`config.mk`:
```
export PLATFORM = sky130hd
export DESIGN_NAME = rc_pulse_kill_switch
export DESIGN_NICKNAME = d
export VERILOG_FILES = /design/src/rtl/rpks_pkg.sv /design/src/rtl/rpks_cfg.sv /design/src/rtl/rpks_core.sv /design/src/rtl/rc_pulse_kill_switch.sv
export SDC_FILE = /design/constraint.sdc
export NUM_CORES = 1
export LEC_CHECK = 0
export BUFFER_PORTS_ARGS = -buffer_cell sky130_fd_sc_hd__buf_2
export CORE_ASPECT_RATIO = 1.4
export CORE_MARGIN = 2
export CORE_UTILIZATION = 57
export DETAILED_ROUTE_END_ITERATION = 8
export GPL_TIMING_DRIVEN = 0
export PLACE_DENSITY = 0.77
export SLEW_MARGIN = 20
export SYNTH_ARGS = -nofsm -noshare
export SYNTH_HDL_FRONTEND = slang
export SYNTH_SLANG_ARGS = --single-unit
```
`constraint.sdc`:
```
create_clock -name clk -period 6.5 [get_ports clk]
set_input_delay 0.65 -clock clk [delete_from_list [all_inputs] [get_ports clk]]
set_output_delay 0.65 -clock clk [all_outputs]
set_load 0.01 [all_outputs]
```
`src/rtl/rpks_pkg.sv`:
```
// Shared types and constants for the RC pulse kill switch.
package rpks_pkg;

	localparam int unsigned CntW   = 20;
	localparam int unsigned WidthW = 16;
	localparam int unsigned IdxW   = 3;
	localparam int unsigned DataW  = 20;

	localparam logic [CntW-1:0]   CntMax   = '1;
	localparam logic [WidthW-1:0] WidthMax = '1;

	// register indexes of the configuration port
	localparam logic [IdxW-1:0] REG_WIDTH_THRESHOLD = 3'd0;
	localparam logic [IdxW-1:0] REG_SIGNAL_TIMEOUT  = 3'd1;
	localparam logic [IdxW-1:0] REG_STARTUP_HOLD    = 3'd2;
	localparam logic [IdxW-1:0] REG_NORMAL_BLINK    = 3'd3;
	localparam logic [IdxW-1:0] REG_FAILSAFE_BLINK  = 3'd4;

	// reset values of the registers
	localparam logic [WidthW-1:0] RstWidthThreshold = 16'd1500;
	localparam logic [CntW-1:0]   RstSignalTimeout  = 20'd200000;
	localparam logic [CntW-1:0]   RstStartupHold    = 20'd1000000;
	localparam logic [CntW-1:0]   RstNormalBlink    = 20'd1000000;
	localparam logic [CntW-1:0]   RstFailsafeBlink  = 20'd50000;

	typedef enum logic [1:0] {
		PH_HOLD = 2'd0,
		PH_WAIT = 2'd1,
		PH_HIGH = 2'd2,
		PH_FAIL = 2'd3
	} phase_t;

	typedef struct packed {
		logic [WidthW-1:0] width_threshold;
		logic [CntW-1:0]   signal_timeout;
		logic [CntW-1:0]   startup_hold;
		logic [CntW-1:0]   normal_blink;
		logic [CntW-1:0]   failsafe_blink;
	} cfg_t;

	typedef struct packed {
		logic              kill;
		logic              led;
		logic              fail;
		logic              wvalid;
		logic [WidthW-1:0] width;
	} res_t;

	// saturating 20-bit increment
	function automatic logic [CntW-1:0] inc_sat(input logic [CntW-1:0] v);
		return (v == CntMax) ? CntMax : v + 1'b1;
	endfunction

endpackage

```
`src/rtl/rpks_cfg.sv`:
```
// Configuration register file of the RC pulse kill switch.
module rpks_cfg
	import rpks_pkg::*;
(
	input  logic             clk,
	input  logic             arst_n,
	input  logic             we,
	input  logic [IdxW-1:0]  idx,
	input  logic [DataW-1:0] data,
	output cfg_t             cfg
);

	cfg_t cfg_q;

	always_ff @(posedge clk or negedge arst_n) begin
		if (!arst_n) begin
			cfg_q.width_threshold <= RstWidthThreshold;
			cfg_q.signal_timeout  <= RstSignalTimeout;
			cfg_q.startup_hold    <= RstStartupHold;
			cfg_q.normal_blink    <= RstNormalBlink;
			cfg_q.failsafe_blink  <= RstFailsafeBlink;
		end else if (we) begin
			unique case (idx)
				REG_WIDTH_THRESHOLD: cfg_q.width_threshold <= data[WidthW-1:0];
				REG_SIGNAL_TIMEOUT:  cfg_q.signal_timeout  <= data[CntW-1:0];
				REG_STARTUP_HOLD:    cfg_q.startup_hold    <= data[CntW-1:0];
				REG_NORMAL_BLINK:    cfg_q.normal_blink    <= data[CntW-1:0];
				REG_FAILSAFE_BLINK:  cfg_q.failsafe_blink  <= data[CntW-1:0];
				default: ;
			endcase
		end
	end

	assign cfg = cfg_q;

endmodule

```
`src/rtl/rpks_core.sv`:
```
// Per-tick phase machine, width counter and LED/kill logic.
module rpks_core
	import rpks_pkg::*;
(
	input  logic clk,
	input  logic arst_n,
	input  cfg_t cfg,
	input  logic step,
	input  logic level,
	output res_t res,
	output logic fail
);

	phase_t            phase_q, phase_d;
	logic [CntW-1:0]   pe_q, pe_d;
	logic [WidthW-1:0] wc_q, wc_d;
	logic [WidthW-1:0] lw_q, lw_d;
	logic              kill_q, kill_d;
	logic              led_q, led_d;
	logic [CntW-1:0]   nb_q, nb_d;
	logic [CntW-1:0]   fb_q, fb_d;
	logic              wvalid;

	always_comb begin
		phase_d = phase_q;
		pe_d    = pe_q;
		wc_d    = wc_q;
		lw_d    = lw_q;
		kill_d  = kill_q;
		led_d   = led_q;
		nb_d    = inc_sat(nb_q);
		fb_d    = inc_sat(fb_q);
		wvalid  = 1'b0;

		if (phase_d == PH_HOLD) begin
			if (pe_d >= cfg.startup_hold) begin
				phase_d = PH_WAIT;
				pe_d    = '0;
			end else begin
				pe_d = inc_sat(pe_d);
			end
		end

		if (phase_d == PH_WAIT) begin
			if (level) begin
				phase_d = PH_HIGH;
				wc_d    = WidthW'(1);
				pe_d    = CntW'(1);
			end else begin
				pe_d = inc_sat(pe_d);
			end
			if (pe_d > cfg.signal_timeout)
				phase_d = PH_FAIL;
		end else if (phase_d == PH_HIGH) begin
			if (level) begin
				if (wc_d != WidthMax)
					wc_d = wc_d + 1'b1;
				pe_d = inc_sat(pe_d);
			end else begin
				// falling edge: measurement done
				lw_d   = wc_d;
				wvalid = 1'b1;
				kill_d = !(wc_d > cfg.width_threshold);
				if (nb_d > cfg.normal_blink) begin
					led_d = ~led_d;
					nb_d  = '0;
				end
				phase_d = PH_WAIT;
				pe_d    = CntW'(1);
			end
			if (pe_d > cfg.signal_timeout)
				phase_d = PH_FAIL;
		end

		if (phase_d == PH_FAIL) begin
			kill_d = 1'b1;
			if (fb_d > cfg.failsafe_blink) begin
				led_d = ~led_d;
				fb_d  = '0;
			end
		end
	end

	always_ff @(posedge clk or negedge arst_n) begin
		if (!arst_n) begin
			phase_q <= PH_HOLD;
			pe_q    <= '0;
			wc_q    <= '0;
			lw_q    <= '0;
			kill_q  <= 1'b1;
			led_q   <= 1'b1;
			nb_q    <= '0;
			fb_q    <= '0;
		end else if (step) begin
			phase_q <= phase_d;
			pe_q    <= pe_d;
			wc_q    <= wc_d;
			lw_q    <= lw_d;
			kill_q  <= kill_d;
			led_q   <= led_d;
			nb_q    <= nb_d;
			fb_q    <= fb_d;
		end
	end

	assign res.kill   = kill_d;
	assign res.led    = led_d;
	assign res.fail   = (phase_d == PH_FAIL);
	assign res.wvalid = wvalid;
	assign res.width  = lw_d;
	assign fail       = (phase_q == PH_FAIL);

endmodule

```
`src/rtl/rc_pulse_kill_switch.sv`:
```
// Top level of the RC pulse kill switch: beat registers, handshake, checks.
// One pin sample beat per microsecond tick is taken into an input register and,
// once the result register has room, judged by the phase logic and written to the
// result register, which drives the outputs. The block takes one beat every cycle
// as long as the result side keeps up; a stalled result holds the input register,
// which then stalls the sample side. Configuration writes land at once and are
// meant for idle time only; unknown indexes are ignored. Failsafe, once latched,
// holds until reset.
module rc_pulse_kill_switch
	import rpks_pkg::*;
(
	input  logic              clk,
	input  logic              arst_n,
	input  logic              cfg_we,
	input  logic [IdxW-1:0]   cfg_index,
	input  logic [DataW-1:0]  cfg_data,
	input  logic              pulse_valid,
	output logic              pulse_stall,
	input  logic              pulse_level,
	output logic              result_valid,
	input  logic              result_stall,
	output logic              kill_level,
	output logic              led_level,
	output logic              in_failsafe,
	output logic              width_valid,
	output logic [WidthW-1:0] width_us
);

	cfg_t cfg;
	res_t res;
	res_t res_s2;
	logic valid_s1, level_s1;
	logic out_valid_q;
	logic adv;
	logic fail;

	rpks_cfg u_cfg (
		.clk    (clk),
		.arst_n (arst_n),
		.we     (cfg_we),
		.idx    (cfg_index),
		.data   (cfg_data),
		.cfg    (cfg)
	);

	rpks_core u_core (
		.clk    (clk),
		.arst_n (arst_n),
		.cfg    (cfg),
		.step   (adv),
		.level  (level_s1),
		.res    (res),
		.fail   (fail)
	);

	assign adv         = valid_s1 && (!out_valid_q || !result_stall);
	assign pulse_stall = valid_s1 && !adv;

	always_ff @(posedge clk or negedge arst_n) begin
		if (!arst_n) begin
			valid_s1 <= 1'b0;
		end else if (!pulse_stall) begin
			valid_s1 <= pulse_valid;
		end
	end

	always_ff @(posedge clk) begin
		if (!pulse_stall && pulse_valid)
			level_s1 <= pulse_level;
	end

	always_ff @(posedge clk or negedge arst_n) begin
		if (!arst_n) begin
			out_valid_q <= 1'b0;
		end else if (adv) begin
			out_valid_q <= 1'b1;
		end else if (!result_stall) begin
			out_valid_q <= 1'b0;
		end
	end

	always_ff @(posedge clk) begin
		if (adv)
			res_s2 <= res;
	end

	assign result_valid = out_valid_q;
	assign kill_level   = res_s2.kill;
	assign led_level    = res_s2.led;
	assign in_failsafe  = res_s2.fail;
	assign width_valid  = res_s2.wvalid;
	assign width_us     = res_s2.width;

`ifndef SYNTH
	// failsafe is sticky
	a_fail_sticky: assert property (@(posedge clk) disable iff (!arst_n)
		fail |=> fail)
		else $error("failsafe dropped");

	// failsafe always releases the kill pin
	a_fail_release: assert property (@(posedge clk) disable iff (!arst_n)
		result_valid && in_failsafe |-> kill_level)
		else $error("kill pulled low in failsafe");

	// a sample beat is only stalled while one is held
	a_stall_held: assert property (@(posedge clk) disable iff (!arst_n)
		pulse_stall |-> valid_s1 && result_valid && result_stall)
		else $error("input stalled without cause");

	// the core only steps when the result register can take the beat
	a_step_room: assert property (@(posedge clk) disable iff (!arst_n)
		adv |=> result_valid)
		else $error("stepped beat lost");
`endif

endmodule

```
==> results list <==
- The run finished, with violations left.
- Violated checks: negative setup slack
- Netlist cell types: 78
- Routability congestion estimate: 0.965
- The clock network is responsible for 29.3% of the overall power.
- The first global-routing pass estimated 64,900 µm of wire.
- Measured along the y axis, the die boundary spans 189 µm.
- Die ar.: 25,800 µm²
- The pre-antenna-repair detailed-routing pass consisted of 6 iterations.
- Yosys top cell area share: 28.5%
* Synth Net Count: 1,756
- The multi-input combinational cells in the finished layout cover a total of 7970 µm².
- In the final routed layout, each cell accounts on average for 20.7 µm.
- Leading cell types by total area after synthesis: sky130_fd_sc_hd__dfrtp_1 (29%), sky130_fd_sc_hd__ha_1 (11%), sky130_fd_sc_hd__nand2_1 (6.8%)
- Counting every sink on the clock net gives 215.
* DR vias/cell: 6.24
- Total half-perimeter wirelength after legalization and detailed placement: 30,200 µm
- Number of buffer cells added on primary ports: 50
- In this run the cell area of the synthesized design comes to 14,000 µm².
* Vias in the first global route: 12,400
- Max-cap violations in this run came to 0.
* Gate count of the mapped netlist: 1,604
- EDFF count, synth: 21
- In this run, the combinational gates consume 35.9% of the power.
- After clock tree synthesis, the flow added hold-fix buffers numbering 0.
- Among all stages on the critical path, the largest delay is contributed by sky130_fd_sc_hd__or4_4.
* Total of fill cells in the finished design: 1,988
* Diodes inserted: 0
- Nets: 1,858
- In this run the clock root is driven by a sky130_fd_sc_hd__clkbuf_16.
* RSZ-0062 raised after global routing: true
- Each instance of the synthesized netlist takes up on average 8.70 µm².
* Number of warning messages in the yosys log: 0
* Layout Area Growth over Synthesis: 14.9%
- Across all hold checks on the routed design, the worst slack comes to 0.115 ns.
- Final period util: 102%
- Horizontal die dimension: 136 µm
- TritonCTS clock tree: yes
- Sequential-to-total area share from yosys stat: 39.6%
* WP buf/inv: 5
- Maximum buffer depth of the clock tree: 3
- For this run, the leading register cell type out of synthesis is sky130_fd_sc_hd__dfrtp_1.
* Power Dens Cells: 320 nW/µm²
* Overflow left after global routing: 0
- The detail route stage leaves a number of antenna-violating nets equal to 0.
* Dominant cell type by area after synthesis: sky130_fd_sc_hd__dfrtp_1
- Internal power contribution: 0.00327 W
- Along the worst path, the maximum fanout reaches 5.
* Clock latency on the worst-skew pair: 0.53 ns
- Setup TNS after final layout: -2.10 ns
- Final count of pins violating max slew: 0
- 51 I/O pins were placed.
- Worst-path clk slew: 0.06 ns
- The number of endpoints with negative hold slack in the final report came to 0.
- STA classifies the critical path endpoint as a flip-flop.
* Worst Path Arrival: 7.07 ns
- Final Skew: 0.0109 ns
- The number of antenna violations at the first check in global routing is 0.
* Required time worst endpoint: 6.91 ns
- Flip-flop and latch count after synthesis: 215
- Across the VDD grid, the largest voltage drop is 266 µV.
- Largest delay share family, worst path: simple AND/OR/NAND/NOR gates
- Fraction of power spent switching nets: 36.3%
* Final worst slack: -0.157 ns
- In this run the number of H-tree levels came out at 1.
- Most common cell on crit path: sky130_fd_sc_hd__buf_4
* Share of cells above drive strength 1: 17.1%
- In this run the core area contains 67 standard-cell rows.
- The detailed router finished its first iteration with 906 violations.
* Via count: 12,700
- Area of the core: 24,000 µm²
- Global routing consumed, over all layers together, 32.4% of the routing resources.
* Max Clk Rate: 150 MHz
- Final critical path time including I/O delays and setup: 6.66 ns
- The design draws 0.00513 W.
* Fraction of synthesis flops using an asynchronous set or reset pin: 90.2%
* P_sw: 0.00186 W
- Finish-stage setup viols: 20
- Area occupied by registers: 5540 µm²
- Worst slew margin relative to its limit: 28.1%
- In this run, CTS created clock tree buffers numbering 23.
- At the pin with the least slew margin, the transition time is 1.07 ns.
* Sequential group share of total power: 34.7%
- Post-route DRC: 0
- Entering global routing, the biggest net connects 101 pins.
* Total wirelength of the detailed-routed design: 42,000 µm
- The worst setup path is of the flip-flop to flip-flop kind.
- Effective utilization at floorplan: 58.2%
* Slowest stage delay, CP: 0.59 ns
* Worst hold path class: input port to asynchronous set/reset pin
- Static power due to leakage: 7.46 nW
- STA classifies the critical path startpoint as a flip-flop.
==> metal layers <==
layer | track usage (%) | wire length [µm]
met3 | 4.90 | 3030
met5 | 0 | 0
met2 | 54.1 | 20100
met1 | 40.1 | 16400
met4 | 17.4 | 2520
==> stage by stage <==
stage / util [%] / instance area [µm²] / setup slack [ns] / cells
2_1_floorplan: - / 14000 / 0.0858 / 1604
3_3_place_gp: 60.9 / 14600 / -1.35 / 1964
3_5_place_dp: 61.1 / 14600 / -1.41 / 1965
4_1_cts: 66.1 / 15900 / -0.0498 / 2024
5_1_grt: 66.9 / 16000 / -0.369 / 2033
6_report: 66.9 / 16000 / -0.157 / 2033
==> worst reg2reg max path, delay by kind of cell, from the launching register on <==
family | cells | cell delay [ns]
AOI/OAI and AO/OA | 8 | 1.43
and+or+nand+nor | 14 | 3.16
DFF | 1 | 0.52
buffers and inverters | 5 | 0.69
adders and majority gates | 3 | 0.74
==> cells in the mapped netlist, drive strengths merged (20+ instances only) <==
cell type	instances
clkbuf	59
mux2	44
a21oi	101
ha	123
nor3	23
nand3	41
o21ai	141
nand4	25
inv	118
xnor2	23
dfstp	35
and3	34
xor2	25
edfxtp	21
nand2	254
a21o	20
dfrtp	159
nor2	117
==> power by group through the flow <==
stage | Combinational (W) | Clock (W) | Sequential [W]
after floorplan | 0.00116 | 0 | 0.00175
after global placement | 0.00156 | 0 | 0.00179
after detailed placement | 0.00163 | 0 | 0.00180
after CTS | 0.00173 | 0.00151 | 0.00178
after global routing | 0.00203 | 0.00157 | 0.00181
final | 0.00184 | 0.00150 | 0.00178
==> cell type report <==
type,count,share of cell area [%]
repair buffers,80,3.22
well taps,310,2.42
clock buffers,29,4.17
clock inverters,13,1.30
plain buffers,74,1.93
inverters,118,2.78
flip-flops and latches,215,34.5
multi-input cells,1194,49.7
==> flip-flops by register name, indices dropped and copies added, names as in the netlist, 2 cells and up <==
signal          count
u_core.lw_q        16
u_core.phase_q      2
u_core.nb_q        20
u_core.wc_q        16
u_core.pe_q        20
u_cfg.cfg          96
width_us           16
u_core.fb_q        20
==> cells by family (layout without fill, tap and decap cells) <==
kind of cell	Yosys count	in the layout	share of synthesized area, %
AOI/OAI and AO/OA	388	388	17.1
xor gates and xnor gates	48	48	3.01
adders and majority gates	123	123	11.0
buffers and inverters	195	314	5.42
DFF	215	215	39.6
muxes	50	50	3.98
and+or+nand+nor	585	585	19.8
==> path summary, 6_finish.rpt <==
kind,startpoint,to,slack [ns],depth (start not counted)
setup / recovery,u_cfg.cfg[49],u_core.fb_q[8],-0.16,30
hold / removal,arst_n,u_core.nb_q[18],0.11,1
setup reg to reg,u_cfg.cfg[49],u_core.fb_q[8],-0.16,30
hold reg to reg,u_core.lw_q[5],u_core.lw_q[5],0.47,2
max in group asynchronous,arst_n,u_core.kill_q,5.40,2
min in group clk,pulse_level,level_s1,0.29,1
==> repair_timing <==
action / CTS / global route
setup endpoints to repair: 27 / 25
gates resized for setup: 56 / 32
cloned: 1 / 0
setup buffers: 17 / 12
pin swaps: 14 / 27
==> layout by cell type, fill, tap and decap left out, types with 6 or more instances in the layout <==
master and instances:
sky130_fd_sc_hd__a21o_1 20, sky130_fd_sc_hd__a21oi_1 98, sky130_fd_sc_hd__a22o_1 17, sky130_fd_sc_hd__a31o_2 7, sky130_fd_sc_hd__a31oi_1 14, sky130_fd_sc_hd__and2_1 13, sky130_fd_sc_hd__and3_1 33, sky130_fd_sc_hd__buf_2 57
sky130_fd_sc_hd__buf_4 26, sky130_fd_sc_hd__clkbuf_1 56, sky130_fd_sc_hd__clkbuf_16 24, sky130_fd_sc_hd__clkinv_2 6, sky130_fd_sc_hd__dfrtp_1 153, sky130_fd_sc_hd__dfrtp_2 6, sky130_fd_sc_hd__dfstp_2 35, sky130_fd_sc_hd__edfxtp_1 21
sky130_fd_sc_hd__ha_1 116, sky130_fd_sc_hd__inv_1 112, sky130_fd_sc_hd__mux2_2 44, sky130_fd_sc_hd__nand2_1 250, sky130_fd_sc_hd__nand2b_1 12, sky130_fd_sc_hd__nand3_1 39, sky130_fd_sc_hd__nand4_1 24, sky130_fd_sc_hd__nor2_1 112
sky130_fd_sc_hd__nor2b_1 8, sky130_fd_sc_hd__nor3_1 18, sky130_fd_sc_hd__nor4_1 6, sky130_fd_sc_hd__o211ai_1 8, sky130_fd_sc_hd__o21a_1 15, sky130_fd_sc_hd__o21ai_0 133, sky130_fd_sc_hd__o22a_1 12, sky130_fd_sc_hd__or3_1 14
sky130_fd_sc_hd__xnor2_1 22, sky130_fd_sc_hd__xor2_1 25
Note: power is estimated with default switching activity, not from simulation.
